<file path="src/assert_macros.svh">
// Assertion macros for the RTL
`ifndef ASSERT_MACROS_SVH
`define ASSERT_MACROS_SVH
// implication check, reset-qualified
`define ASSERT_IMPL(label, clk, rst, pre, post, msg) \
   label: assert property (@(posedge clk) disable iff (rst) (pre) |-> (post)) else $error(msg);
// next-cycle implication check
`define ASSERT_NEXT(label, clk, rst, pre, post, msg) \
   label: assert property (@(posedge clk) disable iff (rst) (pre) |=> (post)) else $error(msg);
`endif

</file>
<file path="src/sha_pkg.sv">
// Package: SHA-256 constants, types and round functions
`default_nettype none
package sha_pkg;
   typedef enum logic [2:0] {
      ST_IDLE, ST_LOAD, ST_ROUND, ST_ADD, ST_PAD, ST_EMIT
   } state_type;

   typedef logic [255:0] hash_type;

   localparam hash_type INIT_HASH = {
      32'h6a09e667, 32'hbb67ae85, 32'h3c6ef372, 32'ha54ff53a,
      32'h510e527f, 32'h9b05688c, 32'h1f83d9ab, 32'h5be0cd19};

   localparam logic [7:0] PAD_MARK = 8'h80;
   localparam logic [5:0] LEN_START = 6'd56;

   function automatic logic [31:0] round_k(input logic [5:0] t);
      logic [31:0] k [64];
      k = '{
      32'h428a2f98, 32'h71374491, 32'hb5c0fbcf, 32'he9b5dba5, 32'h3956c25b, 32'h59f111f1,
      32'h923f82a4, 32'hab1c5ed5, 32'hd807aa98, 32'h12835b01, 32'h243185be, 32'h550c7dc3,
      32'h72be5d74, 32'h80deb1fe, 32'h9bdc06a7, 32'hc19bf174, 32'he49b69c1, 32'hefbe4786,
      32'h0fc19dc6, 32'h240ca1cc, 32'h2de92c6f, 32'h4a7484aa, 32'h5cb0a9dc, 32'h76f988da,
      32'h983e5152, 32'ha831c66d, 32'hb00327c8, 32'hbf597fc7, 32'hc6e00bf3, 32'hd5a79147,
      32'h06ca6351, 32'h14292967, 32'h27b70a85, 32'h2e1b2138, 32'h4d2c6dfc, 32'h53380d13,
      32'h650a7354, 32'h766a0abb, 32'h81c2c92e, 32'h92722c85, 32'ha2bfe8a1, 32'ha81a664b,
      32'hc24b8b70, 32'hc76c51a3, 32'hd192e819, 32'hd6990624, 32'hf40e3585, 32'h106aa070,
      32'h19a4c116, 32'h1e376c08, 32'h2748774c, 32'h34b0bcb5, 32'h391c0cb3, 32'h4ed8aa4a,
      32'h5b9cca4f, 32'h682e6ff3, 32'h748f82ee, 32'h78a5636f, 32'h84c87814, 32'h8cc70208,
      32'h90befffa, 32'ha4506ceb, 32'hbef9a3f7, 32'hc67178f2};
      return k[t];
   endfunction

   function automatic logic [31:0] rotr(input logic [31:0] x, input int n);
      return (x >> n) | (x << (32 - n));
   endfunction
endpackage
`default_nettype wire

</file>
<file path="src/sha_stream_if.sv">
// Valid/ready stream interfaces for byte requests and digest-word responses
`default_nettype none
interface sha_req_if;
   logic       valid;
   logic       ready;
   logic [7:0] data_byte;
   logic       byte_valid;
   logic       is_last;
   modport source (output valid, data_byte, byte_valid, is_last, input ready);
   modport sink (input valid, data_byte, byte_valid, is_last, output ready);
endinterface

interface sha_rsp_if;
   logic        valid;
   logic        ready;
   logic [31:0] digest_word;
   logic [2:0]  word_index;
   logic        last_word;
   modport source (output valid, digest_word, word_index, last_word, input ready);
   modport sink (input valid, digest_word, word_index, last_word, output ready);
endinterface
`default_nettype wire

</file>
<file path="src/sha256_stream_hasher_top.sv">
// A byte that completes a block stalls input while the block is loaded and compressed.
// A last item takes one or two compressions, then eight digest words, one a cycle while rsp.ready is high.
// Throughput: one byte per cycle while filling; the single round unit sets the stall.
// Reset: synchronous; restores the initial hash, empties the buffer and length.
// The buffer memory needs no clearing pass; padding rewrites every unused byte.
`default_nettype none
`include "assert_macros.svh"
module sha256_stream_hasher_top (
   input wire logic clock,
   input wire logic reset,
   sha_req_if.sink   req,
   sha_rsp_if.source rsp
);
   sha_pkg::state_type state_ff, state_in;
   logic [5:0]  fill_ff, fill_in;
   logic [60:0] total_ff, total_in;
   logic [6:0]  cnt_ff, cnt_in;
   logic        last_ff, last_in;    // finishing a message
   logic        lenblk_ff, lenblk_in; // current pad block carries the length
   logic [2:0]  oidx_ff, oidx_in;
   logic        wr_en;
   logic [3:0]  wr_addr, wr_be, rd_addr;
   logic [31:0] wr_data, rd_data;
   logic        start, load_w, round_en, finish, init;
   sha_pkg::hash_type hash;
   logic [63:0] bit_len;

   sha_buf_ram u_ram (.clock, .wr_en, .wr_addr, .wr_be, .wr_data, .rd_addr, .rd_data);
   sha_core u_core (.clock, .start, .load_w, .w_in(rd_data), .round_en,
      .round_idx(cnt_ff[5:0] - 6'd16), .finish, .init, .hash);

   assign bit_len = {total_ff, 3'b000};
   assign rsp.digest_word = hash[255 - 32*oidx_ff -: 32];
   assign rsp.word_index = oidx_ff;
   assign rsp.last_word = (oidx_ff == 3'd7);

   always_ff @(posedge clock) begin
      if (reset) begin
         state_ff <= sha_pkg::ST_IDLE;
         fill_ff <= '0; total_ff <= '0; cnt_ff <= '0;
         last_ff <= 1'b0; lenblk_ff <= 1'b0; oidx_ff <= '0;
      end else begin
         state_ff <= state_in; fill_ff <= fill_in; total_ff <= total_in;
         cnt_ff <= cnt_in; last_ff <= last_in; lenblk_ff <= lenblk_in;
         oidx_ff <= oidx_in;
      end
   end

   always_comb begin
      state_in = state_ff; fill_in = fill_ff; total_in = total_ff; cnt_in = cnt_ff;
      last_in = last_ff; lenblk_in = lenblk_ff; oidx_in = oidx_ff;
      req.ready = 1'b0; rsp.valid = 1'b0;
      wr_en = 1'b0; wr_addr = fill_ff[5:2]; wr_be = 4'b0; wr_data = '0;
      rd_addr = cnt_ff[3:0];
      start = 1'b0; load_w = 1'b0; round_en = 1'b0; finish = 1'b0; init = reset;
      case (state_ff)
         sha_pkg::ST_IDLE: begin
            req.ready = 1'b1;
            if (req.valid) begin
               wr_data = {4{req.byte_valid ? req.data_byte : sha_pkg::PAD_MARK}};
               if (req.byte_valid || req.is_last) begin
                  wr_en = 1'b1;
                  wr_be = 4'b1000 >> fill_ff[1:0];
               end
               if (req.byte_valid) begin
                  fill_in = fill_ff + 6'd1;
                  total_in = total_ff + 61'd1;
               end
               last_in = req.is_last;
               if (req.byte_valid && fill_ff == 6'd63) begin
                  lenblk_in = 1'b0;
                  cnt_in = '0; state_in = sha_pkg::ST_LOAD;
               end else if (req.is_last) begin
                  cnt_in = {1'b0, req.byte_valid ? fill_ff + 6'd1 : fill_ff};
                  state_in = sha_pkg::ST_PAD;
               end
            end
         end
         sha_pkg::ST_PAD: begin
            // place the pad marker, zero the rest, then the length
            wr_en = 1'b1;
            wr_addr = cnt_ff[5:2];
            if (cnt_ff == 7'd64) begin
               wr_en = 1'b0;
               cnt_in = '0; state_in = sha_pkg::ST_LOAD;
            end else if (lenblk_ff && cnt_ff[5:0] >= sha_pkg::LEN_START) begin
               wr_be = 4'b1111;
               wr_data = cnt_ff[2] ? bit_len[31:0] : bit_len[63:32];
               cnt_in = cnt_ff + 7'd4;
            end else begin
               // fill out the word from the current byte lane down
               wr_be = 4'b1111 >> cnt_ff[1:0];
               // first write of the message's pad block carries the marker
               if (!lenblk_ff && cnt_ff == {1'b0, fill_ff})
                  wr_data = {sha_pkg::PAD_MARK, 24'h0} >> {cnt_ff[1:0], 3'b000};
               cnt_in = {cnt_ff[6:2] + 5'd1, 2'b00};
               if (!lenblk_ff && cnt_in[5:0] >= sha_pkg::LEN_START && fill_ff <= 6'd55)
                  lenblk_in = 1'b1;
            end
         end
         sha_pkg::ST_LOAD: begin
            // read one word per cycle; each word passes through the registered read port before it enters the window
            rd_addr = cnt_ff[3:0];
            if (cnt_ff != 7'd0) load_w = 1'b1;
            if (cnt_ff == 7'd16) begin
               start = 1'b1; cnt_in = 7'd16; state_in = sha_pkg::ST_ROUND;
            end else cnt_in = cnt_ff + 7'd1;
         end
         sha_pkg::ST_ROUND: begin
            round_en = 1'b1;
            cnt_in = cnt_ff + 7'd1;
            if (cnt_ff == 7'd79) state_in = sha_pkg::ST_ADD;
         end
         sha_pkg::ST_ADD: begin
            finish = 1'b1;
            fill_in = '0;
            if (!last_ff) state_in = sha_pkg::ST_IDLE;
            else if (lenblk_ff) begin
               oidx_in = '0; state_in = sha_pkg::ST_EMIT;
            end else begin
               // next block is the pad block: zeros and the length, with the marker only if the block filled exactly
               cnt_in = {1'b0, fill_ff};
               if (fill_ff == 6'd0) begin
                  // block filled exactly: marker starts a fresh block
                  wr_en = 1'b1; wr_addr = '0; wr_be = 4'b1000;
                  wr_data = {sha_pkg::PAD_MARK, 24'h0};
                  cnt_in = 7'd1;
               end else cnt_in = 7'd0;
               lenblk_in = 1'b1;
               state_in = sha_pkg::ST_PAD;
            end
         end
         sha_pkg::ST_EMIT: begin
            rsp.valid = 1'b1;
            if (rsp.ready) begin
               oidx_in = oidx_ff + 3'd1;
               if (oidx_ff == 3'd7) begin
                  init = 1'b1;
                  fill_in = '0; total_in = '0; last_in = 1'b0; lenblk_in = 1'b0;
                  state_in = sha_pkg::ST_IDLE;
               end
            end
         end
         default: state_in = sha_pkg::ST_IDLE;
      endcase
   end

   `ASSERT_IMPL(a_ready_idle, clock, reset, req.ready, state_ff == sha_pkg::ST_IDLE,
      "input taken outside idle")
   `ASSERT_IMPL(a_emit_len, clock, reset, rsp.valid, lenblk_ff && last_ff,
      "digest without length block")
   `ASSERT_NEXT(a_wrap, clock, reset, rsp.valid && rsp.ready && rsp.last_word,
      state_ff == sha_pkg::ST_IDLE && total_ff == 61'd0, "no return to idle")
endmodule
`default_nettype wire

</file>
<file path="src/sha_buf_ram.sv">
// Block buffer memory: 16 x 32-bit words with byte write, registered read
`default_nettype none
module sha_buf_ram (
   input  wire logic        clock,
   input  wire logic        wr_en,
   input  wire logic [3:0]  wr_addr,
   input  wire logic [3:0]  wr_be,
   input  wire logic [31:0] wr_data,
   input  wire logic [3:0]  rd_addr,
   output logic      [31:0] rd_data
);
   logic [31:0] mem [16];
   always_ff @(posedge clock) begin
      if (wr_en) begin
         for (int b = 0; b < 4; b++) begin
            if (wr_be[b]) mem[wr_addr][b*8 +: 8] <= wr_data[b*8 +: 8];
         end
      end
      rd_data <= mem[rd_addr];
   end
endmodule
`default_nettype wire

</file>
<file path="src/sha_core.sv">
// SHA-256 compression datapath: schedule window and one round per cycle while round_en is high
`default_nettype none
module sha_core (
   input  wire logic                clock,
   input  wire logic                start,
   input  wire logic                load_w,
   input  wire logic [31:0]         w_in,
   input  wire logic                round_en,
   input  wire logic [5:0]          round_idx,
   input  wire logic                finish,
   input  wire logic                init,
   output sha_pkg::hash_type        hash
);
   logic [31:0] w_ff [16];
   logic [31:0] wa_ff [8];
   sha_pkg::hash_type hash_ff;
   logic [31:0] wt, s0, s1, t1, t2, big0, big1, ch, maj, wnew;

   assign hash = hash_ff;

   always_comb begin
      s0 = sha_pkg::rotr(w_ff[1], 7) ^ sha_pkg::rotr(w_ff[1], 18) ^ (w_ff[1] >> 3);
      s1 = sha_pkg::rotr(w_ff[14], 17) ^ sha_pkg::rotr(w_ff[14], 19) ^ (w_ff[14] >> 10);
      wnew = w_ff[0] + s0 + w_ff[9] + s1;
      wt = (round_idx < 6'd16) ? w_ff[0] : wnew;
      big1 = sha_pkg::rotr(wa_ff[4], 6) ^ sha_pkg::rotr(wa_ff[4], 11)
           ^ sha_pkg::rotr(wa_ff[4], 25);
      ch = (wa_ff[4] & wa_ff[5]) ^ (~wa_ff[4] & wa_ff[6]);
      t1 = wa_ff[7] + big1 + ch + sha_pkg::round_k(round_idx) + wt;
      big0 = sha_pkg::rotr(wa_ff[0], 2) ^ sha_pkg::rotr(wa_ff[0], 13)
           ^ sha_pkg::rotr(wa_ff[0], 22);
      maj = (wa_ff[0] & wa_ff[1]) ^ (wa_ff[0] & wa_ff[2]) ^ (wa_ff[1] & wa_ff[2]);
      t2 = big0 + maj;
   end

   always_ff @(posedge clock) begin
      if (init) hash_ff <= sha_pkg::INIT_HASH;
      else if (finish) begin
         for (int i = 0; i < 8; i++)
            hash_ff[255-32*i -: 32] <= hash_ff[255-32*i -: 32] + wa_ff[i];
      end
      if (start) begin
         for (int i = 0; i < 8; i++) wa_ff[i] <= hash_ff[255-32*i -: 32];
      end else if (round_en) begin
         wa_ff[0] <= t1 + t2;
         for (int i = 1; i < 8; i++) wa_ff[i] <= (i == 4) ? wa_ff[3] + t1 : wa_ff[i-1];
      end
      // shift the 16-word schedule window; loads enter at the top
      if (load_w || round_en) begin
         for (int i = 0; i < 15; i++) w_ff[i] <= w_ff[i+1];
         w_ff[15] <= load_w ? w_in : wt;
      end
   end
endmodule
`default_nettype wire
</file>
<file path="src/flat_wrapper.sv">
// flat-port wrapper written by rule: the top's interface ports become plain ports
module sha256_stream_hasher_top_flat 
  (clock, reset, req_valid, req_data_byte, req_byte_valid, req_is_last, req_ready, rsp_valid, rsp_digest_word, rsp_word_index, rsp_last_word, rsp_ready);
  sha_req_if req_i ();
  sha_rsp_if rsp_i ();
  input wire logic clock;
  input wire logic reset;
  input wire logic [$bits(req_i.valid)-1:0] req_valid;
  input wire logic [$bits(req_i.data_byte)-1:0] req_data_byte;
  input wire logic [$bits(req_i.byte_valid)-1:0] req_byte_valid;
  input wire logic [$bits(req_i.is_last)-1:0] req_is_last;
  output wire logic [$bits(req_i.ready)-1:0] req_ready;
  output wire logic [$bits(rsp_i.valid)-1:0] rsp_valid;
  output wire logic [$bits(rsp_i.digest_word)-1:0] rsp_digest_word;
  output wire logic [$bits(rsp_i.word_index)-1:0] rsp_word_index;
  output wire logic [$bits(rsp_i.last_word)-1:0] rsp_last_word;
  input wire logic [$bits(rsp_i.ready)-1:0] rsp_ready;
  assign req_i.valid = req_valid;
  assign req_i.data_byte = req_data_byte;
  assign req_i.byte_valid = req_byte_valid;
  assign req_i.is_last = req_is_last;
  assign req_ready = req_i.ready;
  assign rsp_valid = rsp_i.valid;
  assign rsp_digest_word = rsp_i.digest_word;
  assign rsp_word_index = rsp_i.word_index;
  assign rsp_last_word = rsp_i.last_word;
  assign rsp_i.ready = rsp_ready;
  sha256_stream_hasher_top u_core (.clock(clock), .reset(reset), .req(req_i), .rsp(rsp_i));
endmodule
</file>
<file path="config.mk">
export PLATFORM = sky130hd
export DESIGN_NAME = sha256_stream_hasher_top_flat
export DESIGN_NICKNAME = d
export VERILOG_FILES = /design/src/sha_pkg.sv /design/src/sha_stream_if.sv /design/src/sha256_stream_hasher_top.sv /design/src/sha_buf_ram.sv /design/src/sha_core.sv /design/src/flat_wrapper.sv
export VERILOG_INCLUDE_DIRS = /design/src /design/src/src
export SDC_FILE = /design/constraint.sdc
export NUM_CORES = 2
export LEC_CHECK = 0
export BUFFER_PORTS_ARGS = -buffer_cell sky130_fd_sc_hd__buf_2
export CORE_UTILIZATION = 45
export DETAILED_ROUTE_END_ITERATION = 16
export HOLD_SLACK_MARGIN = 0.06
export SLEW_MARGIN = 15
export SYNTH_ARGS = -nofsm -noshare
export SYNTH_HDL_FRONTEND = slang
export SYNTH_SLANG_ARGS = --single-unit
</file>
<file path="constraint.sdc">
create_clock -name clock -period 34.1 [get_ports clock]
set_input_delay 6.82 -clock clock [delete_from_list [all_inputs] [get_ports clock]]
set_output_delay 6.82 -clock clock [all_outputs]
set_load 0.01 [all_outputs]
</file>
# Word-level counts from Yosys, hierarchy flattened
# Memory sizes are Yosys's and may differ from the RTL's. A register that Yosys moved wholly into a read port is not among the register bits.
# Index checks and enable logic that the tools add are counted.
# word_totals
output_inout_bits,38
ram_bits,1280
romBits,2048
input_bits,14
memories,4
regBits,338
word_cells,249
# mem_list
memory,words,width,rd,rd_clocked_by_memory_dff,write_ports,line,source
(no name shown),64,32,1,0,0,sha_pkg.sv:31,return k[t];
u_core.u_core.w_ff,16,32,16,0,16,sha_core.sv:14,logic [31:0] w_ff [16];
u_core.u_ram.mem,16,32,1,1,1,sha_buf_ram.sv:12,logic [31:0] mem [16];
u_core.u_core.wa_ff,8,32,8,0,8,sha_core.sv:15,logic [31:0] wa_ff [8];
# op_classes
bitwise_logic,36
n_eq_ne,26
n_mux,117
n_reduce_logical,23
n_shift,4
add_sub_neg,26
n_lt_le_gt_ge,5
# ops
op,n
2-to-1 mux 32 bit,20
adder 32 bit,18
XOR 32 bit,9
variable part select 287 x 33 -> 32 bit,1
2-to-1 mux 61 bit,4
AND 32 bit,5
one-hot mux 61 bit (2 select lines),1
one-hot mux 32 bit (3 select lines),1
"adder 61 x 1 -> 61 bit, second input constant",1
2-to-1 mux 7 bit,8
2-to-1 mux 1 bit,47
2-to-1 mux 4 bit,10
2-to-1 mux 3 bit,12
one-hot mux 7 bit (5 select lines),1
inverter 32 bit,1
OR 10 x 32 -> 32 bit,1
OR 13 x 32 -> 32 bit,1
OR 14 x 32 -> 32 bit,1
OR 15 x 32 -> 32 bit,1
OR 19 x 32 -> 32 bit,1
OR 21 x 32 -> 32 bit,1
OR 25 x 32 -> 32 bit,1
OR 26 x 32 -> 32 bit,1
OR 30 x 32 -> 32 bit,1
other kinds (52),89

# Logic depth before layout (Yosys ltp)
# An unclocked memory read counts as a cell.
# logic_depth
word_depth,11
ltp_mapped,46

# Hierarchy
# Synthesis repeated with hierarchy kept, for this count alone.
# hier_totals
hier_cells,7940
hier_area_um2,90824.6
# modules_own_cells
mod,area_each_um2,seq_area_each_um2,cells_each,n_inst
sha_core,63333.2,28187.0,6200,1
sha_buf_ram,20099.3,16015.4,909,1
sha256_stream_hasher_top,7392.1,1641.6,831,1

# Worst setup path before layout
# OpenSTA, ideal clock, no wires.
# synth_path
path_kind,flip-flop to flip-flop
start,register u_core.cnt_ff[2]
end,"memory u_core.u_core.w_ff[0][0], enable pin"
required_ns,30.470
setup_slack_ns,19.315
arrival_ns,11.156
period_less_slack_ns,14.785
stages_incl_launch_ff,12
n_path_buf,4
cell_sequence,dfxtp_1 > inv_1 > clkbuf_1 > clkbuf_1 > clkbuf_1 > ha_1 > nand2_1 > nor2_1 > nand2_1 > nand2_1 > clkbuf_1 > nand2_1
# synth_lines
element,line,source
from (decl),sha256_stream_hasher_top.sv:17,"logic [6:0] cnt_ff, cnt_in;"
from (signal assigned),sha256_stream_hasher_top.sv:44,cnt_ff <= cnt_in; last_ff <= last_in; lenblk_ff <= lenblk_in;
to (decl),sha_core.sv:14,

==> impl_metrics.prom <==
# TYPE chip_impl_metric gauge
chip_impl_metric{name="grt_pass1_vias",unit=""} 60280
chip_impl_metric{name="filler_cell_count",unit=""} 17420
chip_impl_info{name="setup.worst_path.class",value="register to register"} 1
chip_impl_metric{name="routed_via_density",unit=""} 5.899
chip_impl_metric{name="post-route-worst-setup-slack",unit="ns"} 22.66
chip_impl_metric{name="clock_sink_count",unit=""} 1650
chip_impl_metric{name="core_area",unit="um2"} 198000
chip_impl_metric{name="routability_congestion_estimate_from_global_placement",unit=""} 0.9508
chip_impl_info{name="critical-path-top-cell-by-count",value="sky130_fd_sc_hd__a21oi_1"} 1
chip_impl_metric{name="route.antenna.remaining_nets",unit=""} 0
chip_impl_info{name="yosys_most_used_dff",value="sky130_fd_sc_hd__edfxtp_1"} 1
chip_impl_metric{name="finalWirelength",unit="um"} 275100
chip_impl_metric{name="postCtsResizedCells",unit=""} 0
chip_impl_metric{name="final_hold_violation_count",unit=""} 0
chip_impl_metric{name="synth_nets",unit=""} 8543
chip_impl_metric{name="finalCriticalPeriod",unit="ns"} 11.44
chip_impl_metric{name="syn-instance-count",unit=""} 7918
chip_impl_metric{name="cts_max_path_buffers",unit=""} 3
chip_impl_metric{name="grt_first_pass_wirelength",unit="um"} 404900
chip_impl_metric{name="floorplan.rows",unit=""} 163
chip_impl_metric{name="clk_latency",unit="ns"} 0.85
chip_impl_metric{name="path_max_fanout",unit=""} 7
chip_impl_metric{name="detail_route.first_pass.iterations",unit=""} 6
chip_impl_info{name="holdCritPathClass",value="register to register"} 1
chip_impl_metric{name="worst_ep_arrival_time",unit="ns"} 12.01
chip_impl_metric{name="timing_max_transition_violations_final",unit=""} 0
chip_impl_metric{name="synth.avg_cell_area",unit="um2"} 11.38
chip_impl_metric{name="crit_path_max_incr_delay",unit="ns"} 0.54
chip_impl_metric{name="report.final.setup_viol",unit=""} 0
chip_impl_metric{name="initial_utilization",unit="%"} 45.49
chip_impl_metric{name="relSlewSlack",unit="%"} 14.70
chip_impl_metric{name="max_clock_freq",unit="GHz"} 0.08738
chip_impl_info{name="worstSetupStartpointType",value="register"} 1
chip_impl_metric{name="max_cap_viol_count",unit=""} 0
chip_impl_metric{name="die_x",unit="um"} 449.4
chip_impl_metric{name="synthToLayoutAreaGrowth",unit="%"} 10.12
chip_impl_metric{name="clk_pin_slew",unit="ns"} 0.06
chip_impl_info{name="slowest_stage",value="sky130_fd_sc_hd__fa_1"} 1
chip_impl_info{name="run_status",value="finished, final reports clean"} 1
chip_impl_metric{name="dr.first_iter.drc_count",unit=""} 6860
chip_impl_metric{name="io_pins",unit=""} 52
chip_impl_metric{name="finalSetupTns",unit="ns"} 0
chip_impl_metric{name="postCtsSetupBuffers",unit=""} 0
chip_impl_metric{name="avgRoutedWirePerCell",unit="um"} 25.77
chip_impl_info{name="cts-root-buf",value="sky130_fd_sc_hd__clkbuf_16"} 1
chip_impl_metric{name="drc",unit=""} 0
chip_impl_metric{name="placement.setup.worst_slack",unit="ns"} 22.73
chip_impl_metric{name="critPathBufInv",unit=""} 6
chip_impl_metric{name="final-seq-area",unit="um2"} 45870
chip_impl_metric{name="via_count",unit=""} 62970
chip_impl_metric{name="die_height",unit="um"} 449.4
chip_impl_metric{name="tightest_slew",unit="ns"} 1.266
chip_impl_metric{name="grt.overflow.total",unit=""} 0
chip_impl_metric{name="layout.nets",unit=""} 8504
chip_impl_metric{name="seq_area_frac_synth",unit="%"} 50.89
chip_impl_metric{name="cts_hold_buffers",unit=""} 0
chip_impl_metric{name="fin_skew",unit="ns"} 0.06923
chip_impl_metric{name="port_buffers",unit=""} 51
chip_impl_metric{name="yosys.cell_types.count",unit=""} 89
chip_impl_metric{name="maximum_level_of_the_cts_h_tree",unit=""} 4
chip_impl_metric{name="yosysWarnings",unit=""} 0
chip_impl_metric{name="die-area",unit="um2"} 202000
chip_impl_info{name="cts_tree",value="done"} 1
chip_impl_metric{name="grt_start_max_net_pins",unit=""} 199
chip_impl_metric{name="ys_ff_latch",unit=""} 1650
chip_impl_metric{name="synth_async_sr_flop_share",unit="%"} 0
chip_impl_info{name="kind_of_cell_with_the_highest_combined_delay_on_the_critical_path",value="compound AO/OA/AOI/OAI gates"} 1
chip_impl_metric{name="synth-edff-count",unit=""} 1280
chip_impl_info{name="rsz0062_at_grt",value="no"} 1
chip_impl_metric{name="place.detailed.hpwl",unit="um"} 198900
chip_impl_metric{name="final_min_period_over_clock_period",unit="%"} 33.56
chip_impl_metric{name="grt_antenna_before_repair",unit=""} 5
chip_impl_metric{name="track_usage",unit="%"} 26.78
chip_impl_metric{name="multi_input_area",unit="um2"} 41490
chip_impl_metric{name="required",unit="ns"} 34.67
chip_impl_metric{name="syn_area",unit="um2"} 90090
chip_impl_metric{name="final_layout_size_suffix_gt1_share",unit="%"} 9.701
chip_impl_info{name="worstSetupEndpointType",value="register"} 1
chip_impl_metric{name="cts_inserted_buffers",unit=""} 181
==> per-stage QoR <==
stage / area, um2 / cells / hold WS [ns] / util (%)
floorplan: 90090 / 7918 / 0.4003 / -
global placement: 93200 / 10340 / 0.4002 / 47.06
detailed placement: 93200 / 10340 / 0.4045 / 47.06
CTS: 99180 / 10670 / 0.3679 / 50.08
global route: 99200 / 10670 / 0.3947 / 50.09
finish: 99210 / 10680 / 0.3748 / 50.10
==> cell usage after synthesis (36+ instances only) <==
cell / count / area [um2]
sky130_fd_sc_hd__nor3_1: 85 / 425.4
sky130_fd_sc_hd__xor2_1: 209 / 1831
sky130_fd_sc_hd__nor2_1: 439 / 1648
sky130_fd_sc_hd__o21bai_1: 51 / 382.9
sky130_fd_sc_hd__inv_1: 380 / 1426
sky130_fd_sc_hd__nand2b_1: 67 / 419.2
sky130_fd_sc_hd__o221ai_1: 75 / 656.9
sky130_fd_sc_hd__o211ai_1: 114 / 855.8
sky130_fd_sc_hd__xnor2_1: 412 / 3608
sky130_fd_sc_hd__o21ai_0: 424 / 2122
sky130_fd_sc_hd__a21o_1: 187 / 1404
sky130_fd_sc_hd__nand3_1: 115 / 575.6
sky130_fd_sc_hd__a211oi_1: 56 / 420.4
sky130_fd_sc_hd__nor2b_1: 69 / 431.7
sky130_fd_sc_hd__mux4_2: 135 / 3040
sky130_fd_sc_hd__mux2_2: 158 / 1779
sky130_fd_sc_hd__clkbuf_1: 307 / 1152
sky130_fd_sc_hd__o22ai_1: 40 / 250.2
sky130_fd_sc_hd__nand2_1: 1002 / 3761
sky130_fd_sc_hd__buf_1: 72 / 270.3
sky130_fd_sc_hd__nand4_1: 39 / 244.0
sky130_fd_sc_hd__edfxtp_1: 1280 / 38440
sky130_fd_sc_hd__fa_1: 197 / 3944
sky130_fd_sc_hd__dfxtp_1: 370 / 7407
sky130_fd_sc_hd__o21a_1: 52 / 390.4
sky130_fd_sc_hd__mux2i_1: 183 / 1832
sky130_fd_sc_hd__a21oi_1: 527 / 2638
sky130_fd_sc_hd__and3_1: 36 / 225.2
sky130_fd_sc_hd__a31oi_1: 42 / 262.8
sky130_fd_sc_hd__ha_1: 414 / 5180
==> metal layers <==
layer / GRT usage [%] / vias to the layer above / part of all wire, %
met5: 0 / - / 0
met4: 7.653 / 0 / 2.9
met3: 4.212 / 397 / 7.2
met2: 40.23 / 2256 / 44
met1: 39.84 / 31600 / 46
li1: - / 28720 / -
==> worst paths after layout <==
check / start / to / slack, ns / depth (start not counted)
hold reg to reg: u_core.u_core.w_ff[0][194] / u_core.u_core.w_ff[0][162] / 0.37 / 0
setup / recovery: u_core.u_core.w_ff[1][211] / u_core.u_core.wa_ff[0][31] / 22.66 / 44
hold / removal: u_core.u_core.w_ff[0][194] / u_core.u_core.w_ff[0][162] / 0.37 / 0
setup reg to reg: u_core.u_core.w_ff[1][211] / u_core.u_core.wa_ff[0][31] / 22.66 / 44
==> cell families after synthesis <==
kind of cell | Yosys count | synth area share (%)
AND/OR/NAND/NOR | 2002 | 9.749
AO/OA/AOI/OAI | 1782 | 12.48
flip-flops | 1650 | 50.89
buffers and inverters | 764 | 3.187
XOR/XNOR | 622 | 6.062
adder cells (fa/ha/maj) | 622 | 10.25
multiplexers | 476 | 7.383
==> layout by cell type (no fill, tap or decap), types with 187 or more instances in the layout <==
cell type / netlist / layout
sky130_fd_sc_hd__xnor2_1: 412 / 412
sky130_fd_sc_hd__fa_1: 197 / 197
sky130_fd_sc_hd__a21oi_1: 527 / 527
sky130_fd_sc_hd__nand2_1: 1002 / 997
sky130_fd_sc_hd__nor2_1: 439 / 438
sky130_fd_sc_hd__o21ai_0: 424 / 406
sky130_fd_sc_hd__edfxtp_1: 1280 / 1280
sky130_fd_sc_hd__ha_1: 414 / 412
sky130_fd_sc_hd__xor2_1: 209 / 209
sky130_fd_sc_hd__a21o_1: 187 / 187
sky130_fd_sc_hd__inv_1: 380 / 378
sky130_fd_sc_hd__dfxtp_1: 370 / 362
==> flip-flops by register name, summed over array words and instances, names as in the netlist <==
register,count
u_core.last_ff,1
u_core.state_ff,3
u_core.u_ram.mem,512
u_core.total_ff,61
u_core.rsp.word_index,3
u_core.lenblk_ff,1
u_core.u_core.w_ff,512
u_core.u_core.wa_ff,256
u_core.u_ram.rd_data,32
u_core.fill_ff,6
u_core.u_core.hash,256
u_core.cnt_ff,7
==> final cells by class <==
cell class	count	area share [%]
sequential	1650	46.23
multi-input combinational	5504	41.82
clock buffer	239	4.886
tap	2640	3.330
inverter	382	1.445
clock inverter	95	1.143
timing repair buffer	160	1.133
antenna	5	0.01261
Power is not shown: default switching activity piles up to over one toggle a cycle in this logic, so the estimate is an artifact.
